File: config.mk
export PLATFORM = sky130hd
export DESIGN_NAME = pec15_frame_checker_top
export DESIGN_NICKNAME = d
export VERILOG_FILES = /design/src/hw/rtl/pfc_pkg.sv /design/src/hw/rtl/pfc_front.sv /design/src/hw/rtl/pfc_fifo.sv /design/src/hw/rtl/pfc_back.sv /design/src/hw/rtl/pec15_frame_checker_top.sv
export SDC_FILE = /design/constraint.sdc
export NUM_CORES = 1
export LEC_CHECK = 0
export ABC_CLOCK_PERIOD_IN_PS = 13300
export BUFFER_PORTS_ARGS = -buffer_cell sky130_fd_sc_hd__buf_2
export CAP_MARGIN = 0
export CELL_PAD_IN_SITES_DETAIL_PLACEMENT = 0
export CELL_PAD_IN_SITES_GLOBAL_PLACEMENT = 2
export CORE_MARGIN = 2
export CORE_UTILIZATION = 45
export DETAILED_ROUTE_END_ITERATION = 16
export GPL_TIMING_DRIVEN = 0
export PLACE_DENSITY_LB_ADDON = 0.1
export SYNTH_ARGS = -nofsm -noshare
export SYNTH_HDL_FRONTEND = slang
export SYNTH_HIERARCHICAL = 1
export SYNTH_SLANG_ARGS = --single-unit
File: constraint.sdc
create_clock -name clk -period 13.3 [get_ports clk]
set_input_delay 0.665 -clock clk [delete_from_list [all_inputs] [get_ports clk]]
set_output_delay 0.665 -clock clk [all_outputs]
set_load 0.01 [all_outputs]
File: src/hw/rtl/pfc_pkg.sv
// Shared types, constants and CRC helpers for the PEC-15 frame checker.
// No dependencies; imported by every module of the block.
package pfc_pkg;

	localparam int MAX_PAYLOAD = 6;
	localparam int MAX_CHAIN   = 16;
	localparam int QUEUE_DEPTH = 4;

	localparam logic [15:0] PEC_POLY = 16'h4599;
	localparam logic [15:0] PEC_SEED = 16'd16;

	localparam logic MODE_CHECK    = 1'b0;
	localparam logic MODE_GENERATE = 1'b1;

	typedef enum logic [1:0] {
		REG_FRAME_MODE    = 2'd0,
		REG_DATA_LENGTH   = 2'd1,
		REG_CHAIN_DEVICES = 2'd2
	} cfg_reg_t;

	typedef struct packed {
		logic       frame_mode;
		logic [2:0] data_length;
		logic [4:0] chain_devices;
	} cfg_t;

	// result slots carried by one queued request: a whole payload or echo + two PEC bytes
	function automatic int job_slots(input int max_payload);
		return (max_payload > 3) ? max_payload : 3;
	endfunction

	function automatic int job_count_bits(input int max_payload);
		return $clog2(job_slots(max_payload) + 1);
	endfunction

	// layout: {err, dev[3:0], start[2:0], count, bytes}
	function automatic int job_width(input int max_payload);
		return job_slots(max_payload) * 8 + job_count_bits(max_payload) + 8;
	endfunction

	function automatic logic [15:0] pec_entry(input logic [7:0] addr);
		logic [15:0] r;
		r = {1'b0, addr, 7'd0};
		for (int k = 0; k < 8; k++) begin
			if (r[14]) begin
				r = {r[14:0], 1'b0} ^ PEC_POLY;
			end else begin
				r = {r[14:0], 1'b0};
			end
		end
		return r;
	endfunction

	function automatic logic [15:0] crc_feed(input logic [15:0] crc, input logic [7:0] b);
		logic [7:0] addr;
		addr = crc[14:7] ^ b;
		return {crc[7:0], 8'd0} ^ pec_entry(addr);
	endfunction

endpackage

File: src/hw/rtl/pfc_front.sv
// Front end: takes bytes, runs the PEC-15 remainder and frame counters.
// Emits one queued request per byte that causes results. Uses pfc_pkg.
module pfc_front #(
	parameter int MAX_PAYLOAD = pfc_pkg::MAX_PAYLOAD,
	parameter int MAX_CHAIN   = pfc_pkg::MAX_CHAIN
) (
	input  logic                                     clk,
	input  logic                                     arst_n,
	input  pfc_pkg::cfg_t                            cfg,
	input  logic                                     in_valid,
	output logic                                     in_stall,
	input  logic [7:0]                               data_byte,
	input  logic                                     chain_start,
	input  logic                                     q_full,
	output logic                                     job_push,
	output logic [pfc_pkg::job_width(MAX_PAYLOAD)-1:0] job_data
);
	import pfc_pkg::*;

	localparam int JB  = job_slots(MAX_PAYLOAD);
	localparam int CW  = job_count_bits(MAX_PAYLOAD);
	localparam int BCW = $clog2(MAX_PAYLOAD + 2);

	logic [15:0]    crc_q;
	logic [BCW-1:0] bc_q;
	logic [3:0]     fc_q;
	logic [7:0]     ph_q;
	logic [7:0]     store_q [MAX_PAYLOAD];

	logic           accept;
	logic [3:0]     len4, limit4;
	logic [6:0]     devs7;
	logic [BCW-1:0] bc0, bc1, bc_n;
	logic [3:0]     fc0, fc_n, dev;
	logic [15:0]    crc0, crc1, crc_n, crc_fed, pec_chk, pec_gen;
	logic [7:0]     ph_n;
	logic           err, store_we;
	logic [JB*8-1:0] chk_bytes, job_bytes;
	logic [CW-1:0]  job_count;
	logic [2:0]     job_start;
	logic           job_err;

	assign accept   = in_valid && !in_stall;
	assign in_stall = q_full;

	// payload snapshot for a check-mode request, zeroed on a PEC mismatch
	for (genvar i = 0; i < JB; i++) begin : g_chk
		if (i < MAX_PAYLOAD) begin : g_st
			assign chk_bytes[i*8 +: 8] = err ? 8'd0 : store_q[i];
		end else begin : g_pad
			assign chk_bytes[i*8 +: 8] = 8'd0;
		end
	end

	always_comb begin
		len4 = {1'b0, cfg.data_length};
		if (len4 == 4'd0) len4 = 4'd1;
		if (len4 > 4'(MAX_PAYLOAD)) len4 = 4'(MAX_PAYLOAD);
		devs7 = {2'd0, cfg.chain_devices};
		if (devs7 == 7'd0) devs7 = 7'd1;
		if (devs7 > 7'(MAX_CHAIN)) devs7 = 7'(MAX_CHAIN);

		bc0  = chain_start ? '0 : bc_q;
		fc0  = chain_start ? 4'd0 : fc_q;
		crc0 = chain_start ? PEC_SEED : crc_q;

		limit4 = (cfg.frame_mode == MODE_GENERATE) ? len4 - 4'd1 : len4 + 4'd1;
		bc1  = bc0;
		crc1 = crc0;
		// counter left past the frame end by a length/mode change: restart frame
		if (4'(bc0) > limit4) begin
			bc1  = '0;
			crc1 = PEC_SEED;
		end

		dev     = devs7[3:0] - 4'd1 - fc0;
		crc_fed = crc_feed(crc1, data_byte);
		pec_chk = {crc1[14:0], 1'b0};
		pec_gen = {crc_fed[14:0], 1'b0};
		err     = {ph_q, data_byte} != pec_chk;

		bc_n      = bc1;
		crc_n     = crc1;
		fc_n      = fc0;
		ph_n      = ph_q;
		store_we  = 1'b0;
		job_push  = 1'b0;
		job_bytes = '0;
		job_count = CW'(1);
		job_start = 3'(bc1);
		job_err   = 1'b0;

		if (cfg.frame_mode == MODE_CHECK) begin
			if (4'(bc1) < len4) begin
				store_we = 1'b1;
				crc_n    = crc_fed;
				bc_n     = bc1 + BCW'(1);
			end else if (4'(bc1) == len4) begin
				ph_n = data_byte;
				bc_n = bc1 + BCW'(1);
			end else begin
				job_push  = accept;
				job_bytes = chk_bytes;
				job_count = CW'(len4);
				job_start = 3'd0;
				job_err   = err;
				bc_n      = '0;
				crc_n     = PEC_SEED;
				fc_n      = fc0 + 4'd1;
			end
		end else begin
			job_push        = accept;
			crc_n           = crc_fed;
			job_bytes[7:0]  = data_byte;
			if (4'(bc1) == len4 - 4'd1) begin
				job_bytes[15:8]  = pec_gen[15:8];
				job_bytes[23:16] = pec_gen[7:0];
				job_count        = CW'(3);
				bc_n             = '0;
				crc_n            = PEC_SEED;
				fc_n             = fc0 + 4'd1;
			end else begin
				bc_n = bc1 + BCW'(1);
			end
		end
	end

	assign job_data = {job_err, dev, job_start, job_count, job_bytes};

	always_ff @(posedge clk or negedge arst_n) begin
		if (!arst_n) begin
			crc_q <= PEC_SEED;
			bc_q  <= '0;
			fc_q  <= 4'd0;
			ph_q  <= 8'd0;
		end else if (accept) begin
			crc_q <= crc_n;
			bc_q  <= bc_n;
			fc_q  <= fc_n;
			ph_q  <= ph_n;
		end
	end

	always_ff @(posedge clk) begin
		for (int i = 0; i < MAX_PAYLOAD; i++) begin
			if (accept && store_we && bc1 == BCW'(i)) store_q[i] <= data_byte;
		end
	end

endmodule

File: src/hw/rtl/pfc_fifo.sv
// Request queue between front and back ends; register array with counters.
// Uses pfc_pkg for the default depth.
module pfc_fifo #(
	parameter int WIDTH = 8,
	parameter int DEPTH = pfc_pkg::QUEUE_DEPTH
) (
	input  logic             clk,
	input  logic             arst_n,
	input  logic             push,
	input  logic [WIDTH-1:0] push_data,
	output logic             full,
	input  logic             pop,
	output logic             head_valid,
	output logic [WIDTH-1:0] head_data
);
	import pfc_pkg::*;

	localparam int PW = $clog2(DEPTH);
	localparam int NW = $clog2(DEPTH + 1);

	logic [WIDTH-1:0] mem_q [DEPTH];
	logic [PW-1:0]    wp_q, rp_q;
	logic [NW-1:0]    cnt_q;

	assign full       = cnt_q == NW'(DEPTH);
	assign head_valid = cnt_q != '0;
	assign head_data  = mem_q[rp_q];

	always_ff @(posedge clk or negedge arst_n) begin
		if (!arst_n) begin
			wp_q  <= '0;
			rp_q  <= '0;
			cnt_q <= '0;
		end else begin
			if (push) wp_q <= (wp_q == PW'(DEPTH - 1)) ? '0 : wp_q + PW'(1);
			if (pop)  rp_q <= (rp_q == PW'(DEPTH - 1)) ? '0 : rp_q + PW'(1);
			if (push && !pop) cnt_q <= cnt_q + NW'(1);
			else if (pop && !push) cnt_q <= cnt_q - NW'(1);
		end
	end

	always_ff @(posedge clk) begin
		if (push) mem_q[wp_q] <= push_data;
	end

	a_no_overflow: assert property (@(posedge clk) disable iff (!arst_n)
		!(push && full)) else $error("push into full queue");
	a_no_underflow: assert property (@(posedge clk) disable iff (!arst_n)
		!(pop && !head_valid)) else $error("pop from empty queue");
	a_cnt_bound: assert property (@(posedge clk) disable iff (!arst_n)
		cnt_q <= NW'(DEPTH)) else $error("queue count past depth");

endmodule

File: src/hw/rtl/pfc_back.sv
// Back end: walks the head request one result per cycle, while the output is not stalled, into the output register.
// Uses pfc_pkg for the request layout.
module pfc_back #(
	parameter int MAX_PAYLOAD = pfc_pkg::MAX_PAYLOAD
) (
	input  logic                                     clk,
	input  logic                                     arst_n,
	input  logic                                     head_valid,
	input  logic [pfc_pkg::job_width(MAX_PAYLOAD)-1:0] head_data,
	output logic                                     pop,
	input  logic                                     out_stall,
	output logic                                     out_valid,
	output logic [7:0]                               byte_out,
	output logic [2:0]                               byte_index,
	output logic [3:0]                               device_index,
	output logic                                     pec_error,
	output logic                                     last
);
	import pfc_pkg::*;

	localparam int JB = job_slots(MAX_PAYLOAD);
	localparam int CW = job_count_bits(MAX_PAYLOAD);
	localparam int KW = $clog2(JB);
	localparam int BO = JB * 8;

	logic [KW-1:0] k_q;
	logic [CW-1:0] count;
	logic [2:0]    start;
	logic [3:0]    dev;
	logic          err, load, is_last;
	logic [7:0]    sel;

	assign count = head_data[BO +: CW];
	assign start = head_data[BO+CW +: 3];
	assign dev   = head_data[BO+CW+3 +: 4];
	assign err   = head_data[BO+CW+7];

	always_comb begin
		sel = 8'd0;
		for (int j = 0; j < JB; j++) begin
			if (k_q == KW'(j)) sel = head_data[j*8 +: 8];
		end
	end

	assign load    = head_valid && (!out_valid || !out_stall);
	assign is_last = CW'(k_q) == count - CW'(1);
	assign pop     = load && is_last;

	always_ff @(posedge clk or negedge arst_n) begin
		if (!arst_n) begin
			k_q       <= '0;
			out_valid <= 1'b0;
		end else begin
			if (load) k_q <= is_last ? '0 : k_q + KW'(1);
			if (load) out_valid <= 1'b1;
			else if (!out_stall) out_valid <= 1'b0;
		end
	end

	always_ff @(posedge clk) begin
		if (load) begin
			byte_out     <= sel;
			byte_index   <= start + 3'(k_q);
			device_index <= dev;
			pec_error    <= err;
			last         <= is_last;
		end
	end

	a_cursor_in_range: assert property (@(posedge clk) disable iff (!arst_n)
		head_valid |-> CW'(k_q) < count) else $error("cursor past request count");
	a_cursor_idle: assert property (@(posedge clk) disable iff (!arst_n)
		!head_valid |-> k_q == '0) else $error("cursor not cleared between requests");
	a_pop_loads: assert property (@(posedge clk) disable iff (!arst_n)
		pop |=> out_valid && last) else $error("request retired without final result");

endmodule

File: src/hw/rtl/pec15_frame_checker_top.sv
// PEC-15 frame checker/generator, top level. Uses pfc_pkg, pfc_front, pfc_fifo, pfc_back.
// A result reaches the output through the request queue and then the output register.
// Throughput: one byte accepted per cycle unless the queue is full, one result delivered
//   per cycle while not stalled; the front CRC step is one table lookup and xor per byte.
// Generate frames yield len+2 results for len bytes, so input stalls while the queue is full.
// Reset (arst_n low, async): config to check mode / length 6 / one device, remainder to the
//   seed, counters and queue cleared, output empty. No clearing pass is needed.
module pec15_frame_checker_top #(
	parameter int MAX_PAYLOAD = pfc_pkg::MAX_PAYLOAD,
	parameter int MAX_CHAIN   = pfc_pkg::MAX_CHAIN,
	parameter int QUEUE_DEPTH = pfc_pkg::QUEUE_DEPTH
) (
	input  logic       clk,
	input  logic       arst_n,
	// configuration write port
	input  logic       cfg_we,
	input  logic [1:0] cfg_index,
	input  logic [4:0] cfg_data,
	// byte input channel
	input  logic       in_valid,
	output logic       in_stall,
	input  logic [7:0] data_byte,
	input  logic       chain_start,
	// result channel
	output logic       out_valid,
	input  logic       out_stall,
	output logic [7:0] byte_out,
	output logic [2:0] byte_index,
	output logic [3:0] device_index,
	output logic       pec_error,
	output logic       last
);
	import pfc_pkg::*;

	localparam int JW = job_width(MAX_PAYLOAD);

	cfg_t          cfg_q;
	logic          q_full, job_push, head_valid, pop;
	logic [JW-1:0] job_data, head_data;

	// Config registers; writes to an unlisted index are dropped.
	always_ff @(posedge clk or negedge arst_n) begin
		if (!arst_n) begin
			cfg_q.frame_mode    <= MODE_CHECK;
			cfg_q.data_length   <= 3'd6;
			cfg_q.chain_devices <= 5'd1;
		end else if (cfg_we) begin
			case (cfg_index)
				REG_FRAME_MODE:    cfg_q.frame_mode    <= cfg_data[0];
				REG_DATA_LENGTH:   cfg_q.data_length   <= cfg_data[2:0];
				REG_CHAIN_DEVICES: cfg_q.chain_devices <= cfg_data;
				default: ;
			endcase
		end
	end

	// Front: classifies each byte, keeps remainder/counters/payload, queues a request
	// for any byte that produces results (whole payload, or echo plus PEC bytes).
	pfc_front #(
		.MAX_PAYLOAD(MAX_PAYLOAD),
		.MAX_CHAIN  (MAX_CHAIN)
	) u_front (
		.clk        (clk),
		.arst_n     (arst_n),
		.cfg        (cfg_q),
		.in_valid   (in_valid),
		.in_stall   (in_stall),
		.data_byte  (data_byte),
		.chain_start(chain_start),
		.q_full     (q_full),
		.job_push   (job_push),
		.job_data   (job_data)
	);

	// Short queue decouples byte intake from result delivery.
	pfc_fifo #(
		.WIDTH(JW),
		.DEPTH(QUEUE_DEPTH)
	) u_fifo (
		.clk       (clk),
		.arst_n    (arst_n),
		.push      (job_push),
		.push_data (job_data),
		.full      (q_full),
		.pop       (pop),
		.head_valid(head_valid),
		.head_data (head_data)
	);

	// Back: unrolls the head request into individual results, registered output.
	pfc_back #(
		.MAX_PAYLOAD(MAX_PAYLOAD)
	) u_back (
		.clk         (clk),
		.arst_n      (arst_n),
		.head_valid  (head_valid),
		.head_data   (head_data),
		.pop         (pop),
		.out_stall   (out_stall),
		.out_valid   (out_valid),
		.byte_out    (byte_out),
		.byte_index  (byte_index),
		.device_index(device_index),
		.pec_error   (pec_error),
		.last        (last)
	);

endmodule

* Word-level counts from Yosys, hierarchy flattened
Memory sizes are Yosys's and may differ from the RTL's. Index checks and enable logic that the tools add are counted.
Operators by class: $add $sub $neg 13, order comparisons 4, equality and inequality tests 20, mux-type cells 98, bitwise logic cells 12, reduce and logical (&&, ||, !) cells 34
Operators by type and width (number):
- 2-to-1 mux 15 bit | 14
- 2-to-1 mux 8 bit | 17
- 2-to-1 mux 48 bit | 2
- 2-to-1 mux 3 bit | 21
- NOT 7 bit | 8
- 2-to-1 mux 24 bit | 2
- OR reduction 8 bit | 5
- 2-to-1 mux 4 bit | 8
- 2-to-1 mux 1 bit | 29
- 2-to-1 mux 16 bit | 1
- != test 16 bit | 1
- == test 3 bit (second input constant) | 5
- XOR 15 bit | 1
- == test 3 x 2 -> 1 bit (second input constant) | 4
- logical AND 1 bit | 12
- adder 3 x 1 -> 3 bit (second input constant) | 3
- zero test 3 bit | 3
- adder 4 x 1 -> 4 bit (second input constant) | 2
- == test 3 x 4 -> 1 bit | 2
- subtractor 4 x 1 -> 4 bit (second input constant) | 2
- XOR 8 bit | 1
- == test 2 bit (second input constant) | 3
- == test 3 x 1 -> 1 bit (second input constant) | 2
- 2-to-1 mux 2 bit | 3
- 21 further kinds | 30
Storage, ports and cells: flip-flop bits (word level) 67, bits in writable memories 284, input bits 21, memories 2
Memory list:
- u_fifo.mem_q | depth 4, bits a word 59, rd ports 1, clocked after memory_dff 0, wr ports 1, line pfc_fifo.sv:21 | logic [WIDTH-1:0] mem_q [DEPTH];
- u_front.store_q | depth 6, bits a word 8, rd ports 6, clocked after memory_dff 0, wr ports 1, line pfc_front.sv:28 | logic [7:0] store_q [MAX_PAYLOAD];

* Logic depth before layout (Yosys ltp)
depth after elaboration 28, mapped depth 25, depth with buffers taken out 24

* Hierarchy
The synthesis kept the hierarchy.
By module, submodules not included:
- pfc_fifo | instances 1, cells each 346, area an instance 8994.9 um^2
- pfc_front | instances 1, cells each 455, area an instance 4898.4 um^2
- pfc_back | instances 1, cells each 120, area an instance 1388.8 um^2
- pec15_frame_checker_top | instances 1, cells each 21, area an instance 365.4 um^2

* Worst setup path before layout
OpenSTA, ideal clock, no wires.
kind register to register, start point register cfg_q[6] in the netlist's numbering, end point memory u_fifo/mem_q[0][0] in the netlist's numbering, enable pin, arrival 4.929 ns, required time 12.877 ns, setup slack 7.948 ns, cell stages (with the launch flop) 21, path through dfstp_2 inv_1 o21a_1 a21oi_1 inv_1 ha_1 mux2i_1 xnor2_1 ha_1 a21oi_1 nand2_1 a21oi_1 buf_2 nand2_1 inv_1 ha_1 nor2b_1 o21a_1 o21ai_0 a21oi_1 and2_1
On the way: word-level cells in the longest chain between the ends 14, elaborated cells on any way between the ends 16, classes of those cells 2 x add/sub; 3 x order compare; 1 x eq/ne; 9 x mux; 1 x reduce/logical
RTL lines:
- start, declared | line pec15_frame_checker_top.sv:37 | cfg_t cfg_q;
- zero test 3 bit | line pfc_front.sv:57 | if (len4 == 4'd0) len4 = 4'd1;
- 2-to-1 mux 3 bit * | line pfc_front.sv:57
- > comparator 3 bit | line pfc_front.sv:58 | if (len4 > 4'(MAX_PAYLOAD)) len4 = 4'(MAX_PAYLOAD);
- 2-to-1 mux 4 bit * | line pfc_front.sv:58
- branches (longest 6 deep; another with adder 4 x 1 -> 4 bit)
- 2-to-1 mux 1 bit * | line pfc_front.sv:94 | if (4'(bc1) < len4) begin
- 2-to-1 mux 1 bit * | line pfc_front.sv:93 | if (cfg.frame_mode == MODE_CHECK) begin
- via job_push | line pec15_frame_checker_top.sv:38 | logic q_full, job_push, head_valid, pop;
- 2-to-1 mux 1 bit * | line pfc_fifo.sv:43 | if (push) mem_q[wp_q] <= push_data;
- 2-to-1 mux 1 bit (not written as such) * | line pfc_fifo.sv:43
- end, declared | line pfc_fifo.sv:21
Mark *: on every way through the listed nets, which the timed path passes.

* Worst setup path after layout
start point register cfg_q[6] in the netlist's numbering, end point register u_fifo.cnt_q[2]
On the way: word-level cells in the longest chain between the ends 15, elaborated cells on any way between the ends 19, classes of those cells 2 x add/sub; 3 x order compare; 1 x eq/ne; 8 x mux; 5 x reduce/logical
RTL lines:
- zero test 3 bit | line pfc_front.sv:57
- 2-to-1 mux 3 bit * | line pfc_front.sv:57
- > comparator 3 bit | line pfc_front.sv:58
- 2-to-1 mux 4 bit * | line pfc_front.sv:58
- branches (longest 6 deep; another with adder 4 x 1 -> 4 bit)
- 2-to-1 mux 1 bit * | line pfc_front.sv:94
- 2-to-1 mux 1 bit * | line pfc_front.sv:93
- via job_push | line pec15_frame_checker_top.sv:38
- zero test 1 bit | line pfc_fifo.sv:38 | else if (pop && !push) cnt_q <= cnt_q - NW'(1);
- logical AND 1 bit | line pfc_fifo.sv:38
- nonzero test 2 bit (no line)
- end signal, assigned | line pfc_fifo.sv:37 | if (push && !pop) cnt_q <= cnt_q + NW'(1);
- end signal, assigned | line pfc_fifo.sv:38
- end, declared | line pfc_fifo.sv:23 | logic [NW-1:0] cnt_q;
Marked as above. A chain may end at the register's enable or synchronous reset.

==> insert_results.sql <==
INSERT INTO impl_metrics (metric_group, metric, value, unit) VALUES
('yosys', 'synthesized_area_fraction_occupied_by_and_or_nand_nor_cells', '5.685', '%'),
('final_layout', 'final_core_utilization', '51.51', '%'),
('routing', 'ant_nets', '0', ''),
('timing', 'grt_setup_unrepaired', 'false', ''),
('clock_network', 'post-cts-setup-buffers', '0', ''),
('yosys', 'post_synth_edffs', '301', ''),
('critical_path', 'timing.critical_path.to_type', 'register', ''),
('pwr', 'max-vdd-ir-drop', '0.1421', 'mV'),
('timing', 'final_min_period_over_clock_period', '45.59', '%'),
('clock_network', 'tritoncts', 'done', ''),
('timing', 'report.final.setup_viol', '0', ''),
('final_layout', 'drive_gt1_share', '24.24', '%'),
('yosys', 'synthesis.instances', '942', ''),
('clock_network', 'postCtsHoldBufs', '0', ''),
('routing', 'drt_first_pass_iters', '4', ''),
('yosys', 'synthXorXnorAreaFrac', '5.317', '%'),
('timing', 'finalSetupTns', '0', 'ps'),
('clock_network', 'insertion_delay', '550', 'ps'),
('timing', 'timing.fmax', '164.9', 'MHz'),
('floorplanning', 'i_o_pin_count', '40', ''),
('yosys', 'synth_top_family_by_area', 'multiplexers', ''),
('critical_path', 'critPathMaxStageDelay', '830', 'ps'),
('clock_network', 'tritoncts.num_buffers', '38', ''),
('floorplanning', 'floorplan.die.width', '190.5', 'um'),
('placement', 'hpwlAfterDp', '23.99', 'mm'),
('grt', 'overall_global_routing_usage', '20.42', '%'),
('critical_path', 'timing.setup.critical_path_class', 'register to register', ''),
('final_layout', 'register_area', '0.01029', 'mm^2'),
('critical_path', 'r2r_endpoint', 'u_fifo/cnt_q[2]', ''),
('routing', 'avgViaCountPerCell', '5.432', ''),
('timing', 'max_slew_headroom', '31.25', '%'),
('floorplanning', 'row_count', '68', ''),
('grt', 'maximum_number_of_pins_on_one_net_before_global_route_repair', '54', ''),
('timing', 'final.min_clock_period', '6064', 'ps'),
('yosys', 'synth.area.mux_share', '9.875', '%'),
('critical_path', 'reg2reg_from', 'cfg_q[6]', ''),
('critical_path', 'arrival', '6520', 'ps'),
('final_layout', 'final_layout_net_count', '1079', ''),
('pwr', 'leakage_component_of_the_power', '6.308', 'nW'),
('yosys', 'post_synthesis_cell_type_count', '77', ''),
('critical_path', 'startpoint_type', 'register', ''),
('timing', 'hold_violations', '0', ''),
('floorplanning', 'die_height', '190.5', 'um'),
('final_layout', 'footprint_of_the_multi_input_gates', '0.004786', 'mm^2'),
('grt', 'aggregate_global_routing_overflow', '0', ''),
('outcome', 'status', 'finished clean', ''),
('routing', 'detail_route.drc_violations', '0', ''),
('clock_network', 'cts-htree-levels', '2', ''),
('routing', 'wl_per_cell', '23.39', 'um'),
('floorplanning', 'core', '0.03437', 'mm^2'),
('grt', 'global_route_wire_length_before_repair', '53.84', 'mm'),
('critical_path', 'critical_path.slowest_cell', 'sky130_fd_sc_hd__a21oi_1', ''),
('clock_network', 'post_cts_resize_count', '0', ''),
('critical_path', 'critical_path_required', '13760', 'ps'),
('final_layout', 'antenna_cells_inserted', '0', ''),
('yosys', 'mappedNetlistNets', '996', ''),
('timing', 'skew', '16.71', 'ps'),
('floorplanning', 'initial_core_util', '45.52', '%'),
('critical_path', 'r2r_slack', '7240', 'ps'),
('final_layout', 'final.fill_count', '2934', ''),
('final_layout', 'area_growth_syn_to_layout', '13.15', '%'),
('clock_network', 'clock_sink_count', '351', ''),
('yosys', 'synth_area_in_adders', '2.783', '%'),
('grt', 'number_of_global_route_vias_before_repair', '8511', ''),
('placement', 'final_gp_congestion', '0.7703', ''),
('pwr', 'cellPowerDensity', '227.6', 'mW/mm^2'),
('placement', 'count_of_input_and_output_buffers', '39', ''),
('yosys', 'synth.yosys.seq_area_share', '65.79', '%'),
('grt', 'antenna_found_initial', '0', ''),
('clock_network', 'clock_tree.buffer_depth', '3', ''),
('floorplanning', 'die_area', '0.03628', 'mm^2');
-- layer usage --
metal	global-route usage, %	vias to the layer above	share of wire (%)
met4	5.874	0	2.2
li1	-	3766	-
met2	32.41	155	48
met3	3.846	49	3.9
met5	0	-	0
met1	28.92	4216	46
-- how the worst max path moves through the flow --
stage / from / to / slack [ps] / depth (start not counted)
2_1_floorplan: cfg_q[6] / u_fifo/mem_q[0][0] / 7950 / 20
3_3_place_gp: cfg_q[6] / u_fifo/mem_q[1][28] / 5410 / 18
3_5_place_dp: cfg_q[6] / u_fifo/mem_q[2][28] / 7280 / 20
4_1_cts: cfg_q[6] / u_fifo/mem_q[2][27] / 7240 / 20
5_1_grt: cfg_q[6] / u_fifo/cnt_q[2] / 6700 / 25
6_report: cfg_q[6] / u_fifo/cnt_q[2] / 7240 / 24
-- cell families (layout without fill, tap and decap cells) --
group	after synthesis	count (layout)
flip-flops	351	351
AND/OR/NAND/NOR	165	165
AO/OA/AOI/OAI	132	132
buffers and inverters	94	204
XOR/XNOR	89	89
multiplexers	78	78
adder cells (fa/ha/maj)	33	33
-- sequential cells by signal, indices dropped and copies added (netlist names) --
signal               cells
u_back/out_valid         1
u_front/fc_q             4
u_back/device_index      4
u_front/ph_q             8
u_front/store_q         48
u_fifo/rp_q              2
u_front/crc_q           15
u_front/bc_q             3
u_back/pec_error         1
u_fifo/wp_q              2
u_fifo/mem_q           236
u_back/byte_out          8
cfg_q                    9
u_back/k_q               3
u_back/last              1
u_fifo/cnt_q             3
u_back/byte_index        3
-- worst register-to-register path: stages (launching register included) --
cell and delay (ps):
sky130_fd_sc_hd__dfstp_2 540, sky130_fd_sc_hd__inv_1 140, sky130_fd_sc_hd__o21a_1 230, sky130_fd_sc_hd__a21oi_1 370, sky130_fd_sc_hd__inv_1 150, sky130_fd_sc_hd__ha_1 200, sky130_fd_sc_hd__mux2i_1 160, sky130_fd_sc_hd__xnor2_1 90
sky130_fd_sc_hd__ha_1 330, sky130_fd_sc_hd__a21oi_1 130, sky130_fd_sc_hd__nand2_1 130, sky130_fd_sc_hd__a21oi_1 220, sky130_fd_sc_hd__buf_2 330, sky130_fd_sc_hd__nand2_1 210, sky130_fd_sc_hd__inv_1 150, sky130_fd_sc_hd__ha_1 260
sky130_fd_sc_hd__nand3_1 160, sky130_fd_sc_hd__o21ai_0 140, sky130_fd_sc_hd__a21oi_1 830, sky130_fd_sc_hd__ha_1 340, sky130_fd_sc_hd__inv_1 60, sky130_fd_sc_hd__fa_1 370, sky130_fd_sc_hd__xor2_1 150, sky130_fd_sc_hd__nor2_1 120
sky130_fd_sc_hd__xor2_1 170
-- power by group --
group	internal (W)	switching [W]
Combinational	0.000641	0.000854
Clock	0.000594	0.000416
Sequential	0.00144	0.0000811
-- synth_stat cells, types with 16 or more instances --
cell type / n / area share, %
sky130_fd_sc_hd__a22o_1: 16 / 0.90
sky130_fd_sc_hd__xnor2_1: 63 / 3.5
sky130_fd_sc_hd__buf_2: 22 / 0.70
sky130_fd_sc_hd__nand2_1: 49 / 1.2
sky130_fd_sc_hd__inv_1: 36 / 0.86
sky130_fd_sc_hd__a21oi_1: 17 / 0.54
sky130_fd_sc_hd__mux4_2: 58 / 8.3
sky130_fd_sc_hd__and2_1: 31 / 1.2
sky130_fd_sc_hd__nor2_1: 29 / 0.70
sky130_fd_sc_hd__xor2_1: 22 / 1.2
sky130_fd_sc_hd__mux2_2: 18 / 1.3
sky130_fd_sc_hd__dfrtp_1: 46 / 7.4
sky130_fd_sc_hd__o21ai_0: 25 / 0.80
sky130_fd_sc_hd__edfxtp_1: 301 / 58
sky130_fd_sc_hd__ha_1: 30 / 2.4
-- metrics by stage --
step	total power, W	instances	hold slack [ps]	instance area [um^2]	worst slack [ps]
2_1_floorplan	0.002621	942	369.4	15650	7948
3_3_place_gp	0.003054	1436	465.5	16410	5409
3_5_place_dp	0.003063	1440	476.2	16520	7277
4_1_cts	0.004086	1507	319.3	17700	7236
5_1_grt	0.004266	1507	183.0	17700	6700
6_report	0.004030	1507	144.1	17700	7236
-- cell type report --
cell class | count | area share [%]
Sequential cell | 351 | 58.15
Multi-Input combinational cell | 497 | 27.03
Clock buffer | 47 | 5.682
Tap cell | 455 | 3.216
Buffer | 56 | 2.445
Timing Repair Buffer | 43 | 1.696
Clock inverter | 20 | 0.9682
Inverter | 38 | 0.8127
Power figures use the tool's default switching activity.
